==> config.mk <==
export PLATFORM = sky130hd
export DESIGN_NAME = fir_filter_audio_flat
export DESIGN_NICKNAME = d
export VERILOG_FILES = /design/src/hw/rtl/fir_pkg.sv /design/src/hw/rtl/fir_in_if.sv /design/src/hw/rtl/fir_out_if.sv /design/src/hw/rtl/fir_cfg_if.sv /design/src/hw/rtl/fir_filter_audio.sv /design/src/hw/rtl/fir_tap_cell.sv /design/src/hw/rtl/fir_mac.sv /design/src/flat_wrapper.sv
export SDC_FILE = /design/constraint.sdc
export NUM_CORES = 2
export LEC_CHECK = 0
export ABC_CLOCK_PERIOD_IN_PS = 7000
export BUFFER_PORTS_ARGS = -buffer_cell sky130_fd_sc_hd__buf_2
export CORE_ASPECT_RATIO = 0.6
export CORE_UTILIZATION = 40
export CTS_BUF_LIST = sky130_fd_sc_hd__clkbuf_8 sky130_fd_sc_hd__clkbuf_16
export DETAILED_ROUTE_END_ITERATION = 6
export SYNTH_ARGS = -nofsm -noshare
export SYNTH_HDL_FRONTEND = slang
export SYNTH_SLANG_ARGS = --single-unit
==> constraint.sdc <==
create_clock -name clk_i -period 7 [get_ports clk_i]
set_clock_uncertainty 0.15 [all_clocks]
set_input_delay 0 -clock clk_i [delete_from_list [all_inputs] [get_ports clk_i]]
set_output_delay 0 -clock clk_i [all_outputs]
set_load 0.1 [all_outputs]
==> src/hw/rtl/fir_pkg.sv <==
package fir_pkg;

  // fixed field widths
  localparam int SAMPLE_W = 16;
  localparam int COEF_W   = 18;
  localparam int INDEX_W  = 6;
  localparam int TAPCNT_W = 7;
  localparam int CMD_W    = 2;
  localparam int PROD_W   = SAMPLE_W + COEF_W;

  // input item commands
  typedef enum logic [CMD_W-1:0] {
    CMD_FILTER = 2'd0,
    CMD_LOAD   = 2'd1,
    CMD_CLEAR  = 2'd2
  } cmd_e;

  // control shared by every cell of the chain
  typedef struct packed {
    logic shift_in;
    logic rotate;
    logic clear;
  } cell_ctrl_t;

  // control of the multiply-accumulate unit
  typedef struct packed {
    logic clear;
    logic accum;
  } mac_ctrl_t;

endpackage

==> src/hw/rtl/fir_in_if.sv <==
interface fir_in_if;
  logic                                 valid;
  logic                                 ready;
  logic [fir_pkg::CMD_W-1:0]            command;
  logic signed [fir_pkg::SAMPLE_W-1:0]  sample;
  logic [fir_pkg::INDEX_W-1:0]          tap_index;
  logic signed [fir_pkg::COEF_W-1:0]    coefficient;

  modport source (output valid, command, sample, tap_index, coefficient, input ready);
  modport sink (input valid, command, sample, tap_index, coefficient, output ready);
endinterface

==> src/hw/rtl/fir_out_if.sv <==
interface fir_out_if;
  logic                                 valid;
  logic                                 ready;
  logic signed [fir_pkg::SAMPLE_W-1:0]  filtered_sample;
  logic                                 saturated;

  modport source (output valid, filtered_sample, saturated, input ready);
  modport sink (input valid, filtered_sample, saturated, output ready);
endinterface

==> src/hw/rtl/fir_cfg_if.sv <==
interface fir_cfg_if;
  logic                           valid;
  logic                           ready;
  logic [fir_pkg::TAPCNT_W-1:0]   data;

  modport source (output valid, data, input ready);
  modport sink (input valid, data, output ready);
endinterface

==> src/hw/rtl/fir_filter_audio.sv <==
// fir_filter_audio: direct-form FIR filter over signed 16-bit audio samples.
// sample_i takes input items: command filter shifts a sample into the history
// and starts one output; load writes one Q2.16 coefficient at tap_index; clear
// zeroes the history. Loads, clears and unused commands leave the block idle.
// cfg_i writes tap_count, the number of taps in use; it is always ready.
// A filter item is taken when the block is idle. The history and coefficient
// pairs then rotate once around a chain of MAX_TAPS cells past one multiplier,
// one tap per cycle; the sum then passes the product register, the accumulator
// and the flush and done states, and the block is ready as the result appears.
// The result sits in an output register: while result_o is stalled, loads and
// clears go on and one further filter item is computed; it then waits until
// the held result is transferred.
// Reset zeroes the history, sets tap_count to 1 and drops any pending result.
// Coefficients are not reset and must be loaded before they are used.
module fir_filter_audio #(
  parameter int MAX_TAPS       = 64,
  parameter int COEF_FRAC_BITS = 16
) (
  input  logic             clk_i,
  input  logic             rst_ni,
  fir_in_if.sink           sample_i,
  fir_cfg_if.sink          cfg_i,
  fir_out_if.source        result_o
);

  localparam int CNT_W = (MAX_TAPS > 1) ? $clog2(MAX_TAPS) : 1;
  localparam int IDX_W = (CNT_W > fir_pkg::INDEX_W) ? CNT_W : fir_pkg::INDEX_W;
  localparam int CMP_W = ((CNT_W > fir_pkg::TAPCNT_W) ? CNT_W : fir_pkg::TAPCNT_W) + 1;
  localparam logic [CNT_W-1:0] CNT_LAST = CNT_W'(MAX_TAPS - 1);

  typedef enum logic [1:0] {
    ST_IDLE,
    ST_MAC,
    ST_FLUSH,
    ST_DONE
  } state_e;

  state_e                         state_q;
  logic [CNT_W-1:0]               cnt_q;
  logic [fir_pkg::TAPCNT_W-1:0]   tap_count_q;
  logic                           out_vld_q;
  logic signed [fir_pkg::SAMPLE_W-1:0] out_sample_q;
  logic                           out_sat_q;

  fir_pkg::cmd_e                  cmd;
  logic                           in_go;
  logic                           filter_go, load_go, clear_go;
  fir_pkg::cell_ctrl_t            cell_ctrl;
  fir_pkg::mac_ctrl_t             mac_ctrl;
  logic [MAX_TAPS-1:0]            coef_we;
  logic                           tap_used;
  logic signed [fir_pkg::SAMPLE_W-1:0] mac_sample;
  logic                           mac_sat;

  logic signed [fir_pkg::SAMPLE_W-1:0] hist      [MAX_TAPS];
  logic signed [fir_pkg::COEF_W-1:0]   coef      [MAX_TAPS];
  logic signed [fir_pkg::SAMPLE_W-1:0] prev_hist [MAX_TAPS];

  // input transfer and command decode
  assign sample_i.ready = (state_q == ST_IDLE);
  assign in_go          = sample_i.valid && sample_i.ready;
  assign cmd            = fir_pkg::cmd_e'(sample_i.command);

  always_comb begin
    filter_go = 1'b0;
    load_go   = 1'b0;
    clear_go  = 1'b0;
    unique case (cmd)
      fir_pkg::CMD_FILTER: filter_go = in_go;
      fir_pkg::CMD_LOAD:   load_go   = in_go;
      fir_pkg::CMD_CLEAR:  clear_go  = in_go;
      default: ;
    endcase
  end

  // configuration is always taken
  assign cfg_i.ready = 1'b1;

  // chain and mac control
  assign tap_used = (CMP_W'(cnt_q) < CMP_W'(tap_count_q));

  assign cell_ctrl.shift_in = filter_go;
  assign cell_ctrl.rotate   = (state_q == ST_MAC);
  assign cell_ctrl.clear    = clear_go;

  assign mac_ctrl.clear = filter_go;
  assign mac_ctrl.accum = (state_q == ST_MAC) && tap_used;

  // row of tap cells; cell 0 holds the newest sample and feeds the multiplier
  for (genvar i = 0; i < MAX_TAPS; i++) begin : g_cell
    localparam int Nxt = (i + 1) % MAX_TAPS;

    if (i == 0) begin : g_head
      assign prev_hist[i] = sample_i.sample;
    end else begin : g_body
      assign prev_hist[i] = hist[i-1];
    end

    assign coef_we[i] = load_go && (IDX_W'(sample_i.tap_index) == IDX_W'(i));

    fir_tap_cell u_cell (
      .clk_i       (clk_i),
      .rst_ni      (rst_ni),
      .ctrl_i      (cell_ctrl),
      .coef_we_i   (coef_we[i]),
      .coef_i      (sample_i.coefficient),
      .prev_hist_i (prev_hist[i]),
      .next_hist_i (hist[Nxt]),
      .next_coef_i (coef[Nxt]),
      .hist_o      (hist[i]),
      .coef_o      (coef[i])
    );
  end

  fir_mac #(
    .MAX_TAPS       (MAX_TAPS),
    .COEF_FRAC_BITS (COEF_FRAC_BITS)
  ) u_mac (
    .clk_i       (clk_i),
    .rst_ni      (rst_ni),
    .ctrl_i      (mac_ctrl),
    .hist_i      (hist[0]),
    .coef_i      (coef[0]),
    .filtered_o  (mac_sample),
    .saturated_o (mac_sat)
  );

  // sequencer, tap count register and output register
  always_ff @(posedge clk_i or negedge rst_ni) begin
    if (!rst_ni) begin
      state_q      <= ST_IDLE;
      cnt_q        <= '0;
      tap_count_q  <= fir_pkg::TAPCNT_W'(1);
      out_vld_q    <= 1'b0;
      out_sample_q <= '0;
      out_sat_q    <= 1'b0;
    end else begin
      if (cfg_i.valid && cfg_i.ready) begin
        tap_count_q <= cfg_i.data;
      end

      // a transfer empties the output register unless a new result refills it
      if (out_vld_q && result_o.ready && (state_q != ST_DONE)) begin
        out_vld_q <= 1'b0;
      end

      unique case (state_q)
        ST_IDLE: begin
          cnt_q <= '0;
          if (filter_go) begin
            state_q <= ST_MAC;
          end
        end
        ST_MAC: begin
          cnt_q <= cnt_q + CNT_W'(1);
          if (cnt_q == CNT_LAST) begin
            state_q <= ST_FLUSH;
          end
        end
        ST_FLUSH: begin
          state_q <= ST_DONE;
        end
        ST_DONE: begin
          if (!out_vld_q || result_o.ready) begin
            out_vld_q    <= 1'b1;
            out_sample_q <= mac_sample;
            out_sat_q    <= mac_sat;
            state_q      <= ST_IDLE;
          end
        end
        default: state_q <= ST_IDLE;
      endcase
    end
  end

  assign result_o.valid           = out_vld_q;
  assign result_o.filtered_sample = out_sample_q;
  assign result_o.saturated       = out_sat_q;

endmodule

==> src/hw/rtl/fir_tap_cell.sv <==
module fir_tap_cell (
  input  logic                                clk_i,
  input  logic                                rst_ni,
  input  fir_pkg::cell_ctrl_t                 ctrl_i,
  input  logic                                coef_we_i,
  input  logic signed [fir_pkg::COEF_W-1:0]   coef_i,
  input  logic signed [fir_pkg::SAMPLE_W-1:0] prev_hist_i,
  input  logic signed [fir_pkg::SAMPLE_W-1:0] next_hist_i,
  input  logic signed [fir_pkg::COEF_W-1:0]   next_coef_i,
  output logic signed [fir_pkg::SAMPLE_W-1:0] hist_o,
  output logic signed [fir_pkg::COEF_W-1:0]   coef_o
);

  logic signed [fir_pkg::SAMPLE_W-1:0] hist_d, hist_q;
  logic signed [fir_pkg::COEF_W-1:0]   coef_d, coef_q;

  // history: clear, shift one place on a new sample, or rotate for the mac pass
  always_comb begin
    hist_d = hist_q;
    if (ctrl_i.clear) begin
      hist_d = '0;
    end else if (ctrl_i.shift_in) begin
      hist_d = prev_hist_i;
    end else if (ctrl_i.rotate) begin
      hist_d = next_hist_i;
    end
  end

  // coefficient: written in place, rotates together with the history
  always_comb begin
    coef_d = coef_q;
    if (coef_we_i) begin
      coef_d = coef_i;
    end else if (ctrl_i.rotate) begin
      coef_d = next_coef_i;
    end
  end

  always_ff @(posedge clk_i or negedge rst_ni) begin
    if (!rst_ni) begin
      hist_q <= '0;
    end else begin
      hist_q <= hist_d;
    end
  end

  // coefficient holds no reset value
  always_ff @(posedge clk_i) begin
    coef_q <= coef_d;
  end

  assign hist_o = hist_q;
  assign coef_o = coef_q;

endmodule

==> src/hw/rtl/fir_mac.sv <==
module fir_mac #(
  parameter int MAX_TAPS       = 64,
  parameter int COEF_FRAC_BITS = 16
) (
  input  logic                                clk_i,
  input  logic                                rst_ni,
  input  fir_pkg::mac_ctrl_t                  ctrl_i,
  input  logic signed [fir_pkg::SAMPLE_W-1:0] hist_i,
  input  logic signed [fir_pkg::COEF_W-1:0]   coef_i,
  output logic signed [fir_pkg::SAMPLE_W-1:0] filtered_o,
  output logic                                saturated_o
);

  localparam int PROD_W  = fir_pkg::PROD_W;
  localparam int GROW_W  = PROD_W + $clog2(MAX_TAPS) + 1;
  localparam int SHIFT_W = COEF_FRAC_BITS + fir_pkg::SAMPLE_W + 1;
  localparam int ACC_W   = (GROW_W > SHIFT_W) ? GROW_W : SHIFT_W;

  localparam logic signed [ACC_W-1:0] SAT_MAX = ACC_W'(32767);
  localparam logic signed [ACC_W-1:0] SAT_MIN = -ACC_W'(32768);

  logic signed [PROD_W-1:0] prod_d, prod_q;
  logic                     prod_vld_q;
  logic signed [ACC_W-1:0]  acc_d, acc_q;
  logic signed [ACC_W-1:0]  shifted;

  // product of the tap at the head of the chain
  assign prod_d = PROD_W'(hist_i) * PROD_W'(coef_i);

  // accumulate registered products, cleared when a new sample starts
  always_comb begin
    acc_d = acc_q;
    if (ctrl_i.clear) begin
      acc_d = '0;
    end else if (prod_vld_q) begin
      acc_d = acc_q + ACC_W'(prod_q);
    end
  end

  always_ff @(posedge clk_i or negedge rst_ni) begin
    if (!rst_ni) begin
      prod_vld_q <= 1'b0;
      acc_q      <= '0;
    end else begin
      prod_vld_q <= ctrl_i.accum;
      acc_q      <= acc_d;
    end
  end

  always_ff @(posedge clk_i) begin
    prod_q <= prod_d;
  end

  // floor shift of the exact sum, then clip to the sample range
  assign shifted = acc_q >>> COEF_FRAC_BITS;

  always_comb begin
    saturated_o = 1'b0;
    filtered_o  = shifted[fir_pkg::SAMPLE_W-1:0];
    if (shifted > SAT_MAX) begin
      saturated_o = 1'b1;
      filtered_o  = SAT_MAX[fir_pkg::SAMPLE_W-1:0];
    end else if (shifted < SAT_MIN) begin
      saturated_o = 1'b1;
      filtered_o  = SAT_MIN[fir_pkg::SAMPLE_W-1:0];
    end
  end

endmodule

==> src/flat_wrapper.sv <==
// flat-port wrapper written by rule: the top's interface ports become plain ports
module fir_filter_audio_flat 
#(
  parameter int MAX_TAPS       = 64,
  parameter int COEF_FRAC_BITS = 16
)
  (clk_i, rst_ni, sample_i_valid, sample_i_command, sample_i_sample, sample_i_tap_index, sample_i_coefficient, sample_i_ready, cfg_i_valid, cfg_i_data, cfg_i_ready, result_o_valid, result_o_filtered_sample, result_o_saturated, result_o_ready);
  fir_in_if sample_i_i ();
  fir_cfg_if cfg_i_i ();
  fir_out_if result_o_i ();
  input  logic clk_i;
  input  logic rst_ni;
  input wire logic [$bits(sample_i_i.valid)-1:0] sample_i_valid;
  input wire logic [$bits(sample_i_i.command)-1:0] sample_i_command;
  input wire logic [$bits(sample_i_i.sample)-1:0] sample_i_sample;
  input wire logic [$bits(sample_i_i.tap_index)-1:0] sample_i_tap_index;
  input wire logic [$bits(sample_i_i.coefficient)-1:0] sample_i_coefficient;
  output wire logic [$bits(sample_i_i.ready)-1:0] sample_i_ready;
  input wire logic [$bits(cfg_i_i.valid)-1:0] cfg_i_valid;
  input wire logic [$bits(cfg_i_i.data)-1:0] cfg_i_data;
  output wire logic [$bits(cfg_i_i.ready)-1:0] cfg_i_ready;
  output wire logic [$bits(result_o_i.valid)-1:0] result_o_valid;
  output wire logic [$bits(result_o_i.filtered_sample)-1:0] result_o_filtered_sample;
  output wire logic [$bits(result_o_i.saturated)-1:0] result_o_saturated;
  input wire logic [$bits(result_o_i.ready)-1:0] result_o_ready;
  assign sample_i_i.valid = sample_i_valid;
  assign sample_i_i.command = sample_i_command;
  assign sample_i_i.sample = sample_i_sample;
  assign sample_i_i.tap_index = sample_i_tap_index;
  assign sample_i_i.coefficient = sample_i_coefficient;
  assign sample_i_ready = sample_i_i.ready;
  assign cfg_i_i.valid = cfg_i_valid;
  assign cfg_i_i.data = cfg_i_data;
  assign cfg_i_ready = cfg_i_i.ready;
  assign result_o_valid = result_o_i.valid;
  assign result_o_filtered_sample = result_o_i.filtered_sample;
  assign result_o_saturated = result_o_i.saturated;
  assign result_o_i.ready = result_o_ready;
  fir_filter_audio #(.MAX_TAPS(MAX_TAPS), .COEF_FRAC_BITS(COEF_FRAC_BITS)) u_core (.clk_i(clk_i), .rst_ni(rst_ni), .sample_i(sample_i_i), .cfg_i(cfg_i_i), .result_o(result_o_i));
endmodule
==> flow_summary.json <==
{
  "ant_nets": 0,
  "required_ns": 7.58,
  "utilization": 0.444,
  "cts.clk_slew.worst_paths_ns": 0.07,
  "finalHoldViolations": 0,
  "worst_pin_slew_ns": 1.44,
  "synth_edf_count": 1152,
  "finalSetupViolCount": 0,
  "dieArea_sq_mm": 0.294,
  "cts_made_buffers": 225,
  "cts_buffer_depth": 4,
  "finalSetupTns_ns": 0,
  "htreeDepth": 4,
  "port-buffer-count": 72,
  "yosys_warnings": 0,
  "rows": 153,
  "power_switching_w": 0.0258,
  "cts-root-buf": "clkbuf_16",
  "seqPwrFrac": 0.371,
  "post-dp-hpwl_um": 165000,
  "combPwrFrac": 0.445,
  "ys_seq_elements": 2285,
  "fin_crit_sh": 0.953,
  "fmax_ghz": 0.150,
  "via_per_inst": 5.43,
  "wl_per_cell_um": 20.8,
  "synth_cell_types": 72,
  "first_global_vias": 69780,
  "path_class": "flip-flop to flip-flop",
  "p_int_w": 0.0403,
  "leakagePower_nw": 50.0,
  "nNetsFinal": 9379,
  "crit_path_end_kind": "flip-flop",
  "drv_cap": 0,
  "syn_avg_cell_area_sq_um": 12.8,
  "ys_seq_area_frac": 0.538,
  "rsz0062_at_grt": "false",
  "cts_tree": "yes",
  "drive_above_1_share": 0.197,
  "fp.coreArea_sq_mm": 0.290,
  "grt_max_degree": 261,
  "die_h_um": 421,
  "ys_async_sr_fraction": 0.481,
  "netSwitchingFraction": 0.391,
  "ioPinCount": 74,
  "drt_iter0_drc": 6303,
  "power.total_w": 0.0660,
  "slew_headroom": 0.0288,
  "grt-ovfl-total": 0,
  "max-vdd-ir-drop_v": 0.000777,
  "netlist_instances": 9118,
  "cts_setup_buffers": 0,
  "syn_to_final_growth_pct": 10.3,
  "num_vias": 70298,
  "critPathMaxFanout": 12,
  "grt.total_usage": 0.180,
  "synthFlopType": "edfxtp_1",
  "insertion_delay_ns": 0.91,
  "die_x_um": 700,
  "hold_path_class": "input port to flip-flop",
  "clkPwrFrac": 0.184,
  "syn-cell-area_sq_mm": 0.117,
  "grt_pass1_wl_um": 425000,
  "antenna_found_initial": 6,
  "fin_crit_ns": 6.67,
  "run_status": "finished clean",
  "crit_arrival_ns": 7.25,
  "first_pass_iters": 6,
  "synth_nets": 9599,
  "cts_num_sinks": 2285,
  "routabilityCongestion": 0.861,
  "power_density_mw_per_mm2": 513,
  "wirelength_um": 269000,
  "final_max_slew_viol_count": 0,
  "drc": 0,
  "initial_core_util": 0.403,
  "crit_path_start_kind": "flip-flop"
}
## per-layer routing
layer | vias up | GRT usage | wire [um]
li1 | 32457 | - | -
met1 | 36012 | 0.298 | 144000
met5 | - | 0 | 41
met3 | 302 | 0.0379 | 16800
met4 | 6 | 0.0318 | 4230
met2 | 1521 | 0.237 | 104000
## stage by stage
step	hold slack [ns]	std cells	instance area, sq um	setup WS [ns]
floorplan	-0.446	9118	117000	0.570
global placement	-0.114	12458	121000	0.365
detailed placement	-0.0806	12458	121000	0.255
CTS	0.00401	12952	129000	0.181
global route	0.0218	12953	129000	0.0597
finish	0.0669	12957	129000	0.331
## cells by family after synthesis
| logic type | share of synthesized area |
|---|---|
| AO/OA/AOI/OAI | 0.0587 |
| AND/OR/NAND/NOR | 0.0966 |
| adder cells (fa/ha/maj) | 0.0645 |
| buffers and inverters | 0.0364 |
| multiplexers | 0.201 |
| flip-flops | 0.538 |
| XOR/XNOR | 0.00495 |
| other | 0.0000321 |
## worst max-delay path, cell delays in order, from the launching register on
cell      delay, ns
edfxtp_1       0.69
buf_4          0.30
and2_1         0.17
fa_1           0.51
inv_1          0.05
fa_1           0.39
fa_1           0.44
fa_1           0.50
inv_1          0.06
fa_1           0.53
inv_1          0.05
fa_1           0.47
inv_1          0.04
ha_1           0.34
nand3_1        0.14
or3_1          0.38
nor3_2         0.29
nor2_1         0.18
o21ai_0        0.44
a21o_1         0.19
a21oi_1        0.07
xnor2_1        0.14
## power by group through the flow
stage | Sequential [W] | Combinational, W | Clock (W)
after floorplan | 0.0234 | 0.0218 | 0
after global placement | 0.0245 | 0.0285 | 0
after detailed placement | 0.0246 | 0.0290 | 0
after CTS | 0.0244 | 0.0293 | 0.0125
after global routing | 0.0251 | 0.0327 | 0.0130
final | 0.0245 | 0.0294 | 0.0122
## path summary, 6_finish.rpt
path | start | end | slack, ns | cells past startpoint
worst min register to register | u_core.g_cell[51].u_cell.hist_o[12] | u_core.g_cell[52].u_cell.hist_o[12] | 0.32 | 2
worst max-delay path | u_core.g_cell[0].u_cell.coef_o[5] | u_core.u_mac.prod_q[23] | 0.33 | 21
max in group asynchronous | rst_ni | u_core.g_cell[44].u_cell.hist_o[6] | 5.02 | 5
min in group asynchronous | rst_ni | u_core.g_cell[13].u_cell.hist_o[13] | 0.25 | 4
worst min-delay path | sample_i_coefficient[5] | u_core.g_cell[21].u_cell.coef_o[5] | 0.07 | 3
worst max register to register | u_core.g_cell[0].u_cell.coef_o[5] | u_core.u_mac.prod_q[23] | 0.33 | 21
## sequential cells by signal, indices dropped and copies added (netlist names)
register                         flops
u_core.g_cell.u_cell.coef_o       1152
u_core.g_cell.u_cell.hist_o       1024
u_core.u_mac.acc_q                  41
u_core.u_mac.prod_q                 34
u_core.result_o.filtered_sample     16
u_core.tap_count_q                   7
u_core.cnt_q                         6
u_core.state_q                       2
u_core.result_o.saturated            1
u_core.result_o.valid                1
u_core.u_mac.prod_vld_q              1
## final cells by class
class | count | area, sq um
Sequential cell | 2285 | 62800
Multi-Input combinational cell | 5730 | 49800
Clock inverter | 149 | 1160
Timing Repair Buffer | 310 | 2750
Inverter | 346 | 1300
Antenna cell | 5 | 12.5
Fill cell | 26057 | 161000
Clock buffer | 257 | 6100
Tap cell | 3875 | 4850
## cell usage after synthesis, drive strengths merged, types with 20 or more instances
master	number	share of area
a21o	37	0.0024
nand3	20	0.00086
a21oi	85	0.0037
nand2	242	0.0078
o21ai	1092	0.047
dfrtp	1098	0.24
or2	32	0.0017
edfxtp	1152	0.30
nand3b	1032	0.066
dfxtp	34	0.0058
xnor2	48	0.0036
clkbuf	667	0.021
nor3	27	0.0015
mux2i	1049	0.090
nor2	118	0.0041
nand2b	69	0.0037
ha	136	0.015
fa	291	0.050
mux2	1155	0.11
and2	136	0.0073
buf	90	0.0039
inv	346	0.011
## what timing repair did
action / CTS / global route
gates resized for setup: 0 / 9
hold buffers: 88 / 0
hold endpoints to repair: 1946 / 0
setup endpoints to repair: 0 / 5
## layout by cell type, fill, tap and decap left out, drive strengths merged, types with 5 or more instances in the layout
| master | synthesis | final |
|---|---|---|
| and2 | 136 | 136 |
| dlygate4sd3 | 0 | 87 |
| nand2 | 242 | 242 |
| a21oi | 85 | 85 |
| o21ai | 1092 | 1092 |
| dfrtp | 1098 | 1098 |
| xnor2 | 48 | 48 |
| edfxtp | 1152 | 1152 |
| dfxtp | 34 | 34 |
| diode | 0 | 5 |
| o21bai | 6 | 6 |
| o31ai | 6 | 6 |
| a31oi | 13 | 13 |
| fa | 291 | 291 |
| buf | 90 | 223 |
| bufinv | 0 | 17 |
| or3 | 6 | 6 |
| o21a | 15 | 15 |
| and3 | 11 | 11 |
| inv | 346 | 418 |
| nand3 | 20 | 20 |
| a21o | 37 | 37 |
| clkinv | 0 | 56 |
| nand3b | 1032 | 1032 |
| nor2 | 118 | 118 |
| clkbuf | 667 | 257 |
| nand2b | 69 | 69 |
| nor2b | 17 | 17 |
| ha | 136 | 136 |
| nor3 | 27 | 27 |
| mux2 | 1155 | 1155 |
| xor2 | 18 | 18 |
| a211oi | 9 | 9 |
| mux2i | 1049 | 1049 |
| nor4 | 5 | 5 |
| a21boi | 5 | 5 |
| nand4 | 10 | 10 |
| or2 | 32 | 32 |
Power figures use the tool's default switching activity.
